## config.mk

```make
export PLATFORM = sky130hd
export DESIGN_NAME = keypad_long_press_detector
export DESIGN_NICKNAME = d
export VERILOG_FILES = /design/src/rtl/core/kld_pkg.sv /design/src/rtl/core/keypad_long_press_detector.sv
export SDC_FILE = /design/constraint.sdc
export NUM_CORES = 1
export LEC_CHECK = 0
export ABC_AREA = 1
export BUFFER_PORTS_ARGS = -buffer_cell sky130_fd_sc_hd__buf_2
export CAP_MARGIN = 20
export CORE_UTILIZATION = 55
export CTS_CLUSTER_DIAMETER = 60
export CTS_CLUSTER_SIZE = 30
export DETAILED_ROUTE_END_ITERATION = 12
export PLACE_DENSITY = 0.86
export RECOVER_POWER = 25
export SLEW_MARGIN = 30
export SYNTH_ARGS = -nofsm -noshare
export SYNTH_HDL_FRONTEND = slang
export SYNTH_SLANG_ARGS = --single-unit
```

## constraint.sdc

```tcl
create_clock -name clk -period 4.4 [get_ports clk]
set_input_delay 0.88 -clock clk [delete_from_list [all_inputs] [get_ports clk]]
set_output_delay 0.88 -clock clk [all_outputs]
set_load 0.02 [all_outputs]
```

## src/rtl/core/kld_pkg.sv

```systemverilog
// keypad long-press detector: shared types, codes, reset values and helpers
`default_nettype none
package kld_pkg;

  localparam int KEY_COUNT = 4;
  localparam int TICK_W    = 16;

  typedef logic [1:0]           op_t;
  typedef logic [2:0]           key_t;
  typedef logic [KEY_COUNT-1:0] key_mask_t;
  typedef logic [TICK_W-1:0]    ticks_t;
  typedef logic [1:0]           cfg_index_t;

  // item kinds
  localparam op_t OP_TICK    = 2'd0;
  localparam op_t OP_PRESS   = 2'd1;
  localparam op_t OP_RELEASE = 2'd2;
  localparam op_t OP_UNUSED  = 2'd3;

  // register indexes
  localparam cfg_index_t CFG_LONG_PRESS = 2'd0;
  localparam cfg_index_t CFG_REPEAT     = 2'd1;
  localparam cfg_index_t CFG_BACKLIGHT  = 2'd2;

  // register reset values
  localparam ticks_t LONG_PRESS_RESET = 16'd300;
  localparam ticks_t REPEAT_RESET     = 16'd100;
  localparam ticks_t BACKLIGHT_RESET  = 16'd1000;

  // an interval of zero loads as one
  function automatic ticks_t load_value(input ticks_t v);
    return (v == '0) ? ticks_t'(1) : v;
  endfunction

endpackage
`default_nettype wire

```

## src/rtl/core/keypad_long_press_detector.sv

```systemverilog
// keypad long-press detector top level: timers, skip flags and result register
// Usage:
//   Input channel (in_valid / in_stall) carries op, key and key_levels; a
//   request is taken at a rising edge with in_valid high and in_stall low.
//   Output channel (out_valid / out_stall) carries short_events, long_events,
//   backlight_on and key_error; exactly one result per input request.
//   Config channel (cfg_valid / cfg_ready, cfg_index, cfg_data) writes the
//   long-press, repeat and backlight intervals; cfg_ready is always high and
//   an index beyond the three registers is ignored.
// Result and throughput:
//   the result of a request is written into the output register at the edge
//   at which it is accepted; one request per cycle is taken while in_stall is
//   low, since the whole update of the two down-counters and the flags is a
//   single pass of logic into the state and result registers.
// Stall:
//   while the output register holds a result and out_stall is high, in_stall
//   is raised and nothing moves; a waiting result is replaced in the same
//   cycle it is taken.
// Reset (rst, synchronous, active high):
//   registers return to 300 / 100 / 1000 ticks, the hold timer is stopped,
//   the backlight timer runs with 1000 ticks, backlight off, no error, and
//   the output register is empty.
`default_nettype none
module keypad_long_press_detector (
  input  wire logic                  clk,
  input  wire logic                  rst,
  // input channel
  input  wire logic                  in_valid,
  output logic                       in_stall,
  input  wire kld_pkg::op_t          op,
  input  wire kld_pkg::key_t         key,
  input  wire kld_pkg::key_mask_t    key_levels,
  // output channel
  output logic                       out_valid,
  input  wire logic                  out_stall,
  output kld_pkg::key_mask_t         short_events,
  output kld_pkg::key_mask_t         long_events,
  output logic                       backlight_on,
  output logic                       key_error,
  // config channel
  input  wire logic                  cfg_valid,
  output logic                       cfg_ready,
  input  wire kld_pkg::cfg_index_t   cfg_index,
  input  wire kld_pkg::ticks_t       cfg_data
);
  import kld_pkg::*;

  ticks_t    long_press_ticks;
  ticks_t    repeat_ticks;
  ticks_t    backlight_ticks;

  ticks_t    hold_count;
  logic      hold_active;
  key_mask_t skip_flags;
  ticks_t    backlight_count;
  logic      backlight_active;
  logic      light_state;
  logic      error_latch;

  ticks_t    hold_count_next;
  logic      hold_active_next;
  key_mask_t skip_flags_next;
  ticks_t    backlight_count_next;
  logic      backlight_active_next;
  logic      light_state_next;
  logic      error_latch_next;
  key_mask_t short_next;
  key_mask_t long_next;

  ticks_t    hold_dec;
  ticks_t    backlight_dec;
  key_mask_t key_bit;
  logic      key_known;
  logic      in_take;

  // handshake
  assign cfg_ready = 1'b1;
  assign in_stall  = out_valid && out_stall;
  assign in_take   = in_valid && !in_stall;

  // config registers
  always_ff @(posedge clk) begin
    if (rst) begin
      long_press_ticks <= LONG_PRESS_RESET;
      repeat_ticks     <= REPEAT_RESET;
      backlight_ticks  <= BACKLIGHT_RESET;
    end else if (cfg_valid && cfg_ready) begin
      unique case (cfg_index)
        CFG_LONG_PRESS: long_press_ticks <= cfg_data;
        CFG_REPEAT:     repeat_ticks     <= cfg_data;
        CFG_BACKLIGHT:  backlight_ticks  <= cfg_data;
        default: ;
      endcase
    end
  end

  // saturating countdowns and key decode
  assign hold_dec      = (hold_count != '0) ? hold_count - ticks_t'(1) : '0;
  assign backlight_dec = (backlight_count != '0) ? backlight_count - ticks_t'(1) : '0;
  assign key_known     = (key < key_t'(KEY_COUNT));
  assign key_bit       = key_known ? key_mask_t'(1) << key[1:0] : '0;

  // next state and result for one request
  always_comb begin
    hold_count_next       = hold_count;
    hold_active_next      = hold_active;
    skip_flags_next       = skip_flags;
    backlight_count_next  = backlight_count;
    backlight_active_next = backlight_active;
    light_state_next      = light_state;
    error_latch_next      = error_latch;
    short_next            = '0;
    long_next             = '0;
    unique case (op)
      OP_TICK: begin
        if (hold_active) begin
          if (hold_dec == '0) begin
            long_next       = key_levels;
            skip_flags_next = skip_flags | key_levels;
            hold_count_next = load_value(repeat_ticks);
          end else begin
            hold_count_next = hold_dec;
          end
        end
        if (backlight_active) begin
          backlight_count_next = backlight_dec;
          if (backlight_dec == '0) begin
            backlight_active_next = 1'b0;
            light_state_next      = 1'b0;
          end
        end
      end
      OP_PRESS: begin
        hold_count_next  = load_value(long_press_ticks);
        hold_active_next = 1'b1;
        light_state_next = 1'b1;
      end
      OP_RELEASE: begin
        hold_active_next      = 1'b0;
        backlight_count_next  = load_value(backlight_ticks);
        backlight_active_next = 1'b1;
        if (!key_known) begin
          error_latch_next = 1'b1;
        end else if ((skip_flags & key_bit) != '0) begin
          skip_flags_next = skip_flags & ~key_bit;
        end else begin
          short_next = key_bit;
        end
      end
      OP_UNUSED: ;
      default: ;
    endcase
  end

  // state registers
  always_ff @(posedge clk) begin
    if (rst) begin
      hold_count       <= '0;
      hold_active      <= 1'b0;
      skip_flags       <= '0;
      backlight_count  <= BACKLIGHT_RESET;
      backlight_active <= 1'b1;
      light_state      <= 1'b0;
      error_latch      <= 1'b0;
    end else if (in_take) begin
      hold_count       <= hold_count_next;
      hold_active      <= hold_active_next;
      skip_flags       <= skip_flags_next;
      backlight_count  <= backlight_count_next;
      backlight_active <= backlight_active_next;
      light_state      <= light_state_next;
      error_latch      <= error_latch_next;
    end
  end

  // result register valid
  always_ff @(posedge clk) begin
    if (rst) begin
      out_valid <= 1'b0;
    end else if (in_take) begin
      out_valid <= 1'b1;
    end else if (!out_stall) begin
      out_valid <= 1'b0;
    end
  end

  // result payload
  always_ff @(posedge clk) begin
    if (in_take) begin
      short_events <= short_next;
      long_events  <= long_next;
      backlight_on <= light_state_next;
      key_error    <= error_latch_next;
    end
  end

`ifndef SYNTHESIS
  // short and long events never come in the same result
  a_events_disjoint: assert property (@(posedge clk) disable iff (rst)
    out_valid |-> ((short_events & long_events) == '0))
    else $error("short and long events in one result");

  // at most one short event per result
  a_short_onehot: assert property (@(posedge clk) disable iff (rst)
    out_valid |-> $onehot0(short_events))
    else $error("more than one short event");

  // the error flag stays set until reset
  a_error_sticky: assert property (@(posedge clk) disable iff (rst)
    error_latch |=> error_latch)
    else $error("error latch cleared");

  // a release stops the hold timer
  a_release_stops_hold: assert property (@(posedge clk) disable iff (rst)
    (in_take && (op == OP_RELEASE)) |=> !hold_active)
    else $error("hold timer still active after release");
`endif

endmodule
`default_nettype wire

```

==> summary.txt, run 1 <==
Synth
  • Post-synth ARST share: 0%
  • Seq cells post-synth: between 90 and 100
  • Post-Syn Area: approximately 5500 µm²
  • Synth warn: 0
  • Avg Inst Size Synth: 6.69 µm²
  • Post-synthesis cell type count: about 40
  • Synthesized netlist net count: 858
  • Sequential-to-total area share from yosys stat: a little under two fifths
  • Post-synth top flop: dfxtp_1
  • Top-area cell type share of the netlist area: roughly a third
  • Post-synth top area cell: dfxtp_1
  • Syn Inst Count: 821
  • Top area cells in the synthesized netlist: dfxtp_1, nand2_1, nand3_1, nor2_1, a21oi_1
  • Post-synth EDFFs: 10

STA
  • TNS Setup: 0 ns
  • Final setup margin: between 1 and 1.5 ns
  • Hold Fails Final Rpt: 0
  • Fmax: between 300 and 400 MHz
  • Final worst path period need: around 3 ns
  • Final setup violation count: 0
  • Unrepaired setup endpoints after global routing: no
  • Slew @ Worst Pin: 1.29 ns
  • Slew Limit Fails: 0
  • Clock skew: ~0.013 ns
  • Slew headroom: approximately 14%
  • Fin crit share: between 60% and 70%

GRT
  • Antenna violations before repair: 0
  • First-pass GRT wire length: roughly 23 mm
  • Pin count of the biggest net entering global routing: 54
  • Vias in the first global route: between 4000 and 5000
  • Top Usage Layer GRT: met2
  • Met2 Track Usage GR: ~44%
  • Overflow after GRT: 0
  • Met3 Track Usage GR: 7.52%
  • Gr usage total: 28.2%
  • Met1 Use GR: 38.7%

Route
  • Via density: 5.65
  • Routed WL per cell: 14.1 µm
  • Drt pass-1 iters: 5
  • Routed wire length: around 14 mm
  • Final antenna-violating net count: 0
  • Vias post-DR: around 5600
  • Drt initial violations: slightly below 500
  • # DRC: 0

Critical path
  • CP Capture Type: flop
  • Max incr delay on CP: between 0.6 and 0.7 ns
  • WP data arrival: around 3.3 ns
  • R2r setup slk: 1.55 ns
  • Setup Crit Path Kind: in -> reg
  • CP required: about 4.7 ns
  • Worst-path cell chain: buf_2 -> nand2_1 -> inv_1 -> nor2_2 -> clkbuf_1 -> inv_2 -> nor3_2 -> inv_1 -> a21oi_1 -> nand2_1 -> a21oi_1
  • RR Endpoint: skip_flags[1]
  • Setup crit start kind: primary input
  • Worst Setup EP: hold_count[13]
  • Critical path startpoint: out_stall
  • CP Max Fanout: 24
  • Reg2Reg Depth: 13
  • FF-to-FF Start: hold_count[0]
  • CP max stage cell: clkbuf_1

CTS
  • Clock Sinks: just under 100
  • CTS clk-pin slew, worst paths: around 0.11 ns
  • CTS H-tree lvls: 3
  • Clock buffer depth: 2
  • Clk Latency, worst-skew pair: around 0.38 ns
  • Post_cts resized: 0
  • Num CTS Buffers: 9
  • Postcts setup bufs: 0
  • CTS root buffer: clkbuf_8
  • CTS tree: yes
  • Hold-fix buffers at CTS: 0

Power and ir drop
  • Comb power frac: a little over a quarter
  • Clock Power Share: roughly 28%
  • Power Dens Cells: 373 nW/µm²
  • Leakage Power: approximately 2.7 nW
  • Net Switching: approximately 0.00080 W
  • Switching Share: 36.0%
  • Reg power frac: 45.4%
  • Worst vdd ir: roughly 0.00024 V
  • Pint: 0.00142 W

Flow run
  • Maximum capacitance violations: 0

Final layout
  • ANT cells: 0
  • Register area: around 2100 µm²
  • Most frequent cells in the layout: nand2_1, nor2_1, inv_1
  • Final #Nets: between 800 and 900
  • Number of filler cells placed in the layout: between 900 and 1000
  • Area growth from synthesis to layout: 8.38%
  • Commonest non-fill, non-tap cell in the layout: nand2_1
  • Fraction of layout cells with a size suffix above 1: around 9%
  • Multi-input gate area: about 2900 µm²

Hold path
  • Tightest Hold Check Type: reg -> reg

Placement
  • Routability cong.: around 0.94
  • Dpl hpwl: roughly 10 mm
  • DP Worst Slack: 1.46 ns
  • IO Port Bufs: 43

Floorplan
  • Std cell rows: 36
  • I/O pins: 45
  • Core Region: slightly below 10000 µm²
  • Die height: ~100 µm
  • DIE AREA: 10400 µm²
  • Initial Util: a little under three fifths
  • Die width: 102 µm

Run status
  • Status: finished clean
[area by class of cell]
| class | instances | share of cell area [%] |
|---|---|---|
| Clock buffer | 9 | 2.08 |
| Clock inverter | 7 | 1.51 |
| Multi-Input combinational cell | 590 | 48.5 |
| Timing Repair Buffer | 49 | 3.97 |
| Sequential cell | 99 | 35.0 |
| Inverter | 98 | 6.18 |
| Tap cell | 133 | 2.80 |
[stage by stage]
step | cell area [µm²] | instances | util, % | hold WS [ns] | total power, W
floorplan | 5490 | 821 | - | 0.444 | 0.00148
global placement | 5760 | 969 | 59.2 | 0.458 | 0.00159
detailed placement | 5760 | 969 | 59.2 | 0.465 | 0.00160
CTS | 5980 | 985 | 61.4 | 0.480 | 0.00222
global route | 5950 | 985 | 61.2 | 0.503 | 0.00235
finish | 5950 | 985 | 61.2 | 0.480 | 0.00222
[worst max-delay path: cells and delay by family]
family	cells	cell delay, ns
AO/OA/AOI/OAI	2	0.37
AND/OR/NAND/NOR	4	0.66
buffers and inverters	5	1.35
[power groups by stage]
stage / Clock (W) / Combinational [W] / Sequential (W)
2_1_floorplan: 0 / 0.000466 / 0.00102
3_3_place_gp: 0 / 0.000567 / 0.00102
3_5_place_dp: 0 / 0.000576 / 0.00102
4_1_cts: 0.000634 / 0.000579 / 0.00100
5_1_grt: 0.000675 / 0.000661 / 0.00101
6_report: 0.000629 / 0.000584 / 0.00101
[layer usage]
metal  vias to the layer above  routed length (µm)
met1                      2499                6120
met4                         0                 197
met3                        23                1250
met5                         -                   0
li1                       2782                   -
met2                       266                6300
[cell usage after synthesis (4+ instances only)]
cell,count
a31oi_1,5
a221oi_1,4
a21oi_1,73
o211ai_1,8
nor2_2,4
nor4_1,7
inv_2,5
nand2_1,169
nand4_1,23
nor2_4,5
dfxtp_1,89
o21ai_0,73
inv_1,90
nand3_1,81
nor2_1,102
nor3_1,6
clkbuf_1,26
edfxtp_1,10
ha_1,5
[how the worst min path moves through the flow]
stage / endpoint / cells past startpoint / slack, ns / startpoint
floorplan: repeat_ticks[3] / 2 / 0.44 / repeat_ticks[3]
global placement: repeat_ticks[8] / 2 / 0.46 / repeat_ticks[8]
detailed placement: backlight_ticks[11] / 2 / 0.47 / backlight_ticks[11]
CTS: backlight_ticks[11] / 2 / 0.48 / backlight_ticks[11]
global route: repeat_ticks[4] / 2 / 0.50 / repeat_ticks[4]
finish: repeat_ticks[4] / 2 / 0.48 / repeat_ticks[4]
[sequential cells by signal, indices dropped and copies added, names as in the netlist]
signal            flops
backlight_on          1
key_error             1
error_latch           1
hold_active           1
backlight_active      1
backlight_ticks      16
short_events          4
out_valid             1
skip_flags            4
repeat_ticks         16
backlight_count      16
hold_count           16
long_events           4
light_state           1
long_press_ticks     16
[kinds of logic (layout without fill, tap and decap cells)]
kind of cell             after synthesis  in the layout  synth area share (%)
flip-flops                            99             99                  37.9
AO/OA/AOI/OAI                        172            172                  17.0
AND/OR/NAND/NOR                      409            409                  33.9
other                                  1              1                0.0683
buffers and inverters                132            163                  9.55
adder cells (fa/ha/maj)                5              5                  1.14
XOR/XNOR                               3              3                 0.479
No activity file was read; power rests on OpenSTA's default activity.
==> run 2, diff against run 1 <==
--- a/config.mk
+++ b/config.mk
@@ -5,7 +5,7 @@
 export SDC_FILE = /design/constraint.sdc
 export NUM_CORES = 1
 export LEC_CHECK = 0
-export ABC_AREA = 1
+export ABC_AREA = 0
 export BUFFER_PORTS_ARGS = -buffer_cell sky130_fd_sc_hd__buf_2
 export CAP_MARGIN = 20
 export CORE_UTILIZATION = 55
==> constraint.sdc (replaced) <==
create_clock -name clk -period 2.8 [get_ports clk]
set_input_delay 0.56 -clock clk [delete_from_list [all_inputs] [get_ports clk]]
set_output_delay 0.56 -clock clk [all_outputs]
set_load 0.02 [all_outputs]
==> run 2 against run 1 <==
Area after synthesis down 6.0%. Combinational power up 14%. First-iteration DRC count down 0.40%. Via count down 9.1%. Critical path type is now reg -> reg. Die area down 5.8%. Critical endpoint is now hold_count[2]. Sequential cell count unchanged. Final cell count down 19%. Critical path depth down 4. Core utilization up 4.0 points. Sequential power up 54%. Register-to-register slack worse by 1.5 ns. Routed wire length down 1.2%.
==> summary.txt, run 2 <==
Critical path
  • Critical path startpoint: hold_count[4]
  • CP top delay family: simple AND/OR/NAND/NOR gates
  • CP required: about 3 ns
  • FF-to-FF Start: hold_count[4]
  • Critical path depth: 7
  • Worst Setup EP: hold_count[2]
  • CP Max Fanout: 6
  • R2r setup slk: about 0.069 ns
  • Worst-path cell chain: or4_4 -> or2_2 -> nor3_1 -> a41oi_2 -> buf_4 -> or3b_2 -> a211oi_2
  • RR Endpoint: hold_count[2]
  • CP Capture Type: flop
  • CP max stage cell: or4_4
  • Crit path buf inv count: 1
  • WP data arrival: 3.00 ns
  • Max incr delay on CP: 0.58 ns
  • Setup crit start kind: flop
  • Setup Crit Path Kind: reg -> reg
  • Reg2Reg Depth: 7

Synth
  • Sequential-to-total area share from yosys stat: 40.3%
  • Post-synthesis cell type count: 67
  • Post-synth EDFFs: 10
  • Synth cell count leaders: nand2_1, dfxtp_1, a21oi_1, nor2_1, clkbuf_1
  • Post-synthesis adder-cell area fraction: roughly 1.2%
  • Synth warn: 0
  • Compound-Gate Fraction of Synth Area: a little over a fifth
  • Syn Inst Count: 640
  • Avg Inst Size Synth: between 8 and 9 µm²
  • Post-synth top flop: dfxtp_1
  • Post-Synth XOR/XNOR Area: 2.04%
  • Mux contribution to synthesized area: less than 1%
  • Post-synth top area cell: dfxtp_1
  • Top area cells in the synthesized netlist: dfxtp_1, nand2_1, edfxtp_1, a21oi_1, nand3b_1
  • Count leader, synth: nand2_1
  • Seq cells post-synth: 99
  • Post-Syn Area: 5160 µm²
  • Synthesized netlist net count: a little under 700
  • Post-synth ARST share: 0%
  • Post-synthesis simple-gate area fraction: between 30% and 40%
  • Top-area cell type share of the netlist area: between 30% and 40%
  • Largest family of logic cells by synthesized area: simple AND/OR/NAND/NOR gates

Route
  • Routed WL per cell: 17.2 µm
  • Drt pass-1 iters: 5
  • Final antenna-violating net count: 0
  • Vias post-DR: 5061
  • # DRC: 0
  • Drt initial violations: between 400 and 500
  • Routed wire length: 13.7 mm
  • Via density: 6.34

Placement
  • Placed cell areas: approximately 5600 µm²
  • DP Cell Count: approximately 780
  • Routability cong.: 0.937
  • IO Port Bufs: 43
  • Dpl hpwl: slightly below 10 mm

Power and ir drop
  • Final Power: 0.00304 W
  • Worst vdd ir: 0.000360 V
  • Leakage Power: roughly 2.2 nW
  • Power Dens Cells: 525 nW/µm²

Final layout
  • Commonest non-fill, non-tap cell in the layout: nand2_1
  • Utilization after layout: between 60% and 70%
  • Most frequent cells in the layout: nand2_1, dfxtp_1, a21oi_1
  • Area growth from synthesis to layout: 12.2%
  • Final #Nets: ~720
  • Finished Layout Cells: between 700 and 800
  • Final Instance Area: slightly below 6000 µm²
  • Fraction of layout cells with a size suffix above 1: about 17%
  • ANT cells: 0

CTS
  • Hold-fix buffers at CTS: 0
  • Num CTS Buffers: 9
  • Clock buffer depth: 2
  • Clk Latency, worst-skew pair: 0.36 ns
  • CTS root buffer: clkbuf_8
  • CTS clk-pin slew, worst paths: roughly 0.10 ns
  • CTS tree: yes
  • Clock Sinks: 99
  • CTS H-tree lvls: 3

STA
  • Unrepaired setup endpoints after global routing: no
  • Final setup violation count: 0
  • Fmax: about 370 MHz
  • Slew @ Worst Pin: just under 1 ns
  • Final worst path period need: about 2.7 ns
  • Slew Limit Fails: 0
  • Hold Fails Final Rpt: 0
  • Clock skew: between 0.01 and 0.015 ns
  • Fin crit share: 97.5%
  • Slew headroom: between 30% and 40%
  • Hold WS: 0.414 ns

GRT
  • Overflow after GRT: 0
  • Pin count of the biggest net entering global routing: 47
  • First-pass GRT wire length: around 22 mm
  • Vias in the first global route: around 4600
  • Antenna violations before repair: 0
  • Gr usage total: between 20% and 30%

Floorplan
  • I/O pins: 45
  • Die height: 98.9 µm
  • Die width: just under 100 µm
  • Core Region: about 8900 µm²
  • DIE AREA: 9780 µm²
  • Initial Util: approximately 58%
  • Std cell rows: 34

Hold path
  • Tightest Hold Check Type: in -> reg

Flow run
  • Maximum capacitance violations: 0

Run status
  • Status: finished clean
run 2: changes by cell type after synthesis, moves of 8 or more:
| cell | before | now |
|---|---|---|
| a21oi_1 | 73 | 55 |
| a211oi_1 | 0 | 14 |
| nand3b_1 | 1 | 26 |
| nand3_1 | 81 | 6 |
| o21ai_0 | 73 | 29 |
| nand2_1 | 169 | 122 |
| nand4_1 | 23 | 7 |
| nor2_1 | 102 | 42 |
| or3b_2 | 0 | 9 |
| nor2b_1 | 0 | 8 |
| nor4_1 | 7 | 20 |
| inv_1 | 90 | 19 |
run 2: worst min path at each step:
stage,startpoint,end,slack (ns),cells past startpoint
4_1_cts,in_valid,out_valid,0.41,3
6_report,in_valid,out_valid,0.41,3
5_1_grt,in_valid,out_valid,0.43,3
3_5_place_dp,backlight_active,backlight_active,0.46,2
2_1_floorplan,backlight_active,backlight_active,0.43,2
3_3_place_gp,backlight_active,backlight_active,0.43,2
run 2: metrics by stage:
step           setup slack, ns  TNS [ns]
2_1_floorplan           0.0770         0
3_3_place_gp            0.0705         0
3_5_place_dp          -0.00132  -0.00132
4_1_cts                 0.0290         0
5_1_grt                 0.0187         0
6_report                0.0687         0
run 2: power breakdown:
group          leakage (nW)  internal (W)  switching, W
clock network        0.0880      0.000324      0.000496
logic                  1.25      0.000264      0.000399
registers             0.827       0.00150     0.0000652
run 2: repair_timing:
action                     in CTS  in global routing
setup endpoints to repair       1                 15
pin swaps                       1                  4
buffers inserted                0                  3
gates resized for setup         0                 16
cloned                          0                  2
run 2: worst register-to-register path, delay by kind of cell, from the launching register on:
family | cells | cell delay, ns
AND/OR/NAND/NOR | 4 | 1.62
AO/OA/AOI/OAI | 2 | 0.44
flip-flops | 1 | 0.39
buffers and inverters | 1 | 0.20
run 2: cell type report:
class,instances,area [µm²]
timing repair buffer,72,419
tap,108,135
clock buffer,10,128
inverter,19,71.3
multi-input combinational,484,2920
fill,747,3100
sequential,99,2080
clock inverter,6,40.0
run 2: cells by family (layout without fill, tap and decap cells):
kind of cell | Yosys count | count (layout)
and+or+nand+nor | 299 | 299
AOI/OAI and AO/OA | 163 | 163
DFF | 99 | 99
buffers and inverters | 57 | 107
xor gates and xnor gates | 12 | 12
adders and majority gates | 5 | 5
muxes | 4 | 4
other | 1 | 1
run 2: layer usage:
layer  vias up  GRT usage (%)  share of wire [%]
li1       2410              -                  -
met1      2355           38.4                 44
met2       267           44.6                 45
met3        29           4.47                8.2
met4         0           12.9                2.5
met5         -              0                  0
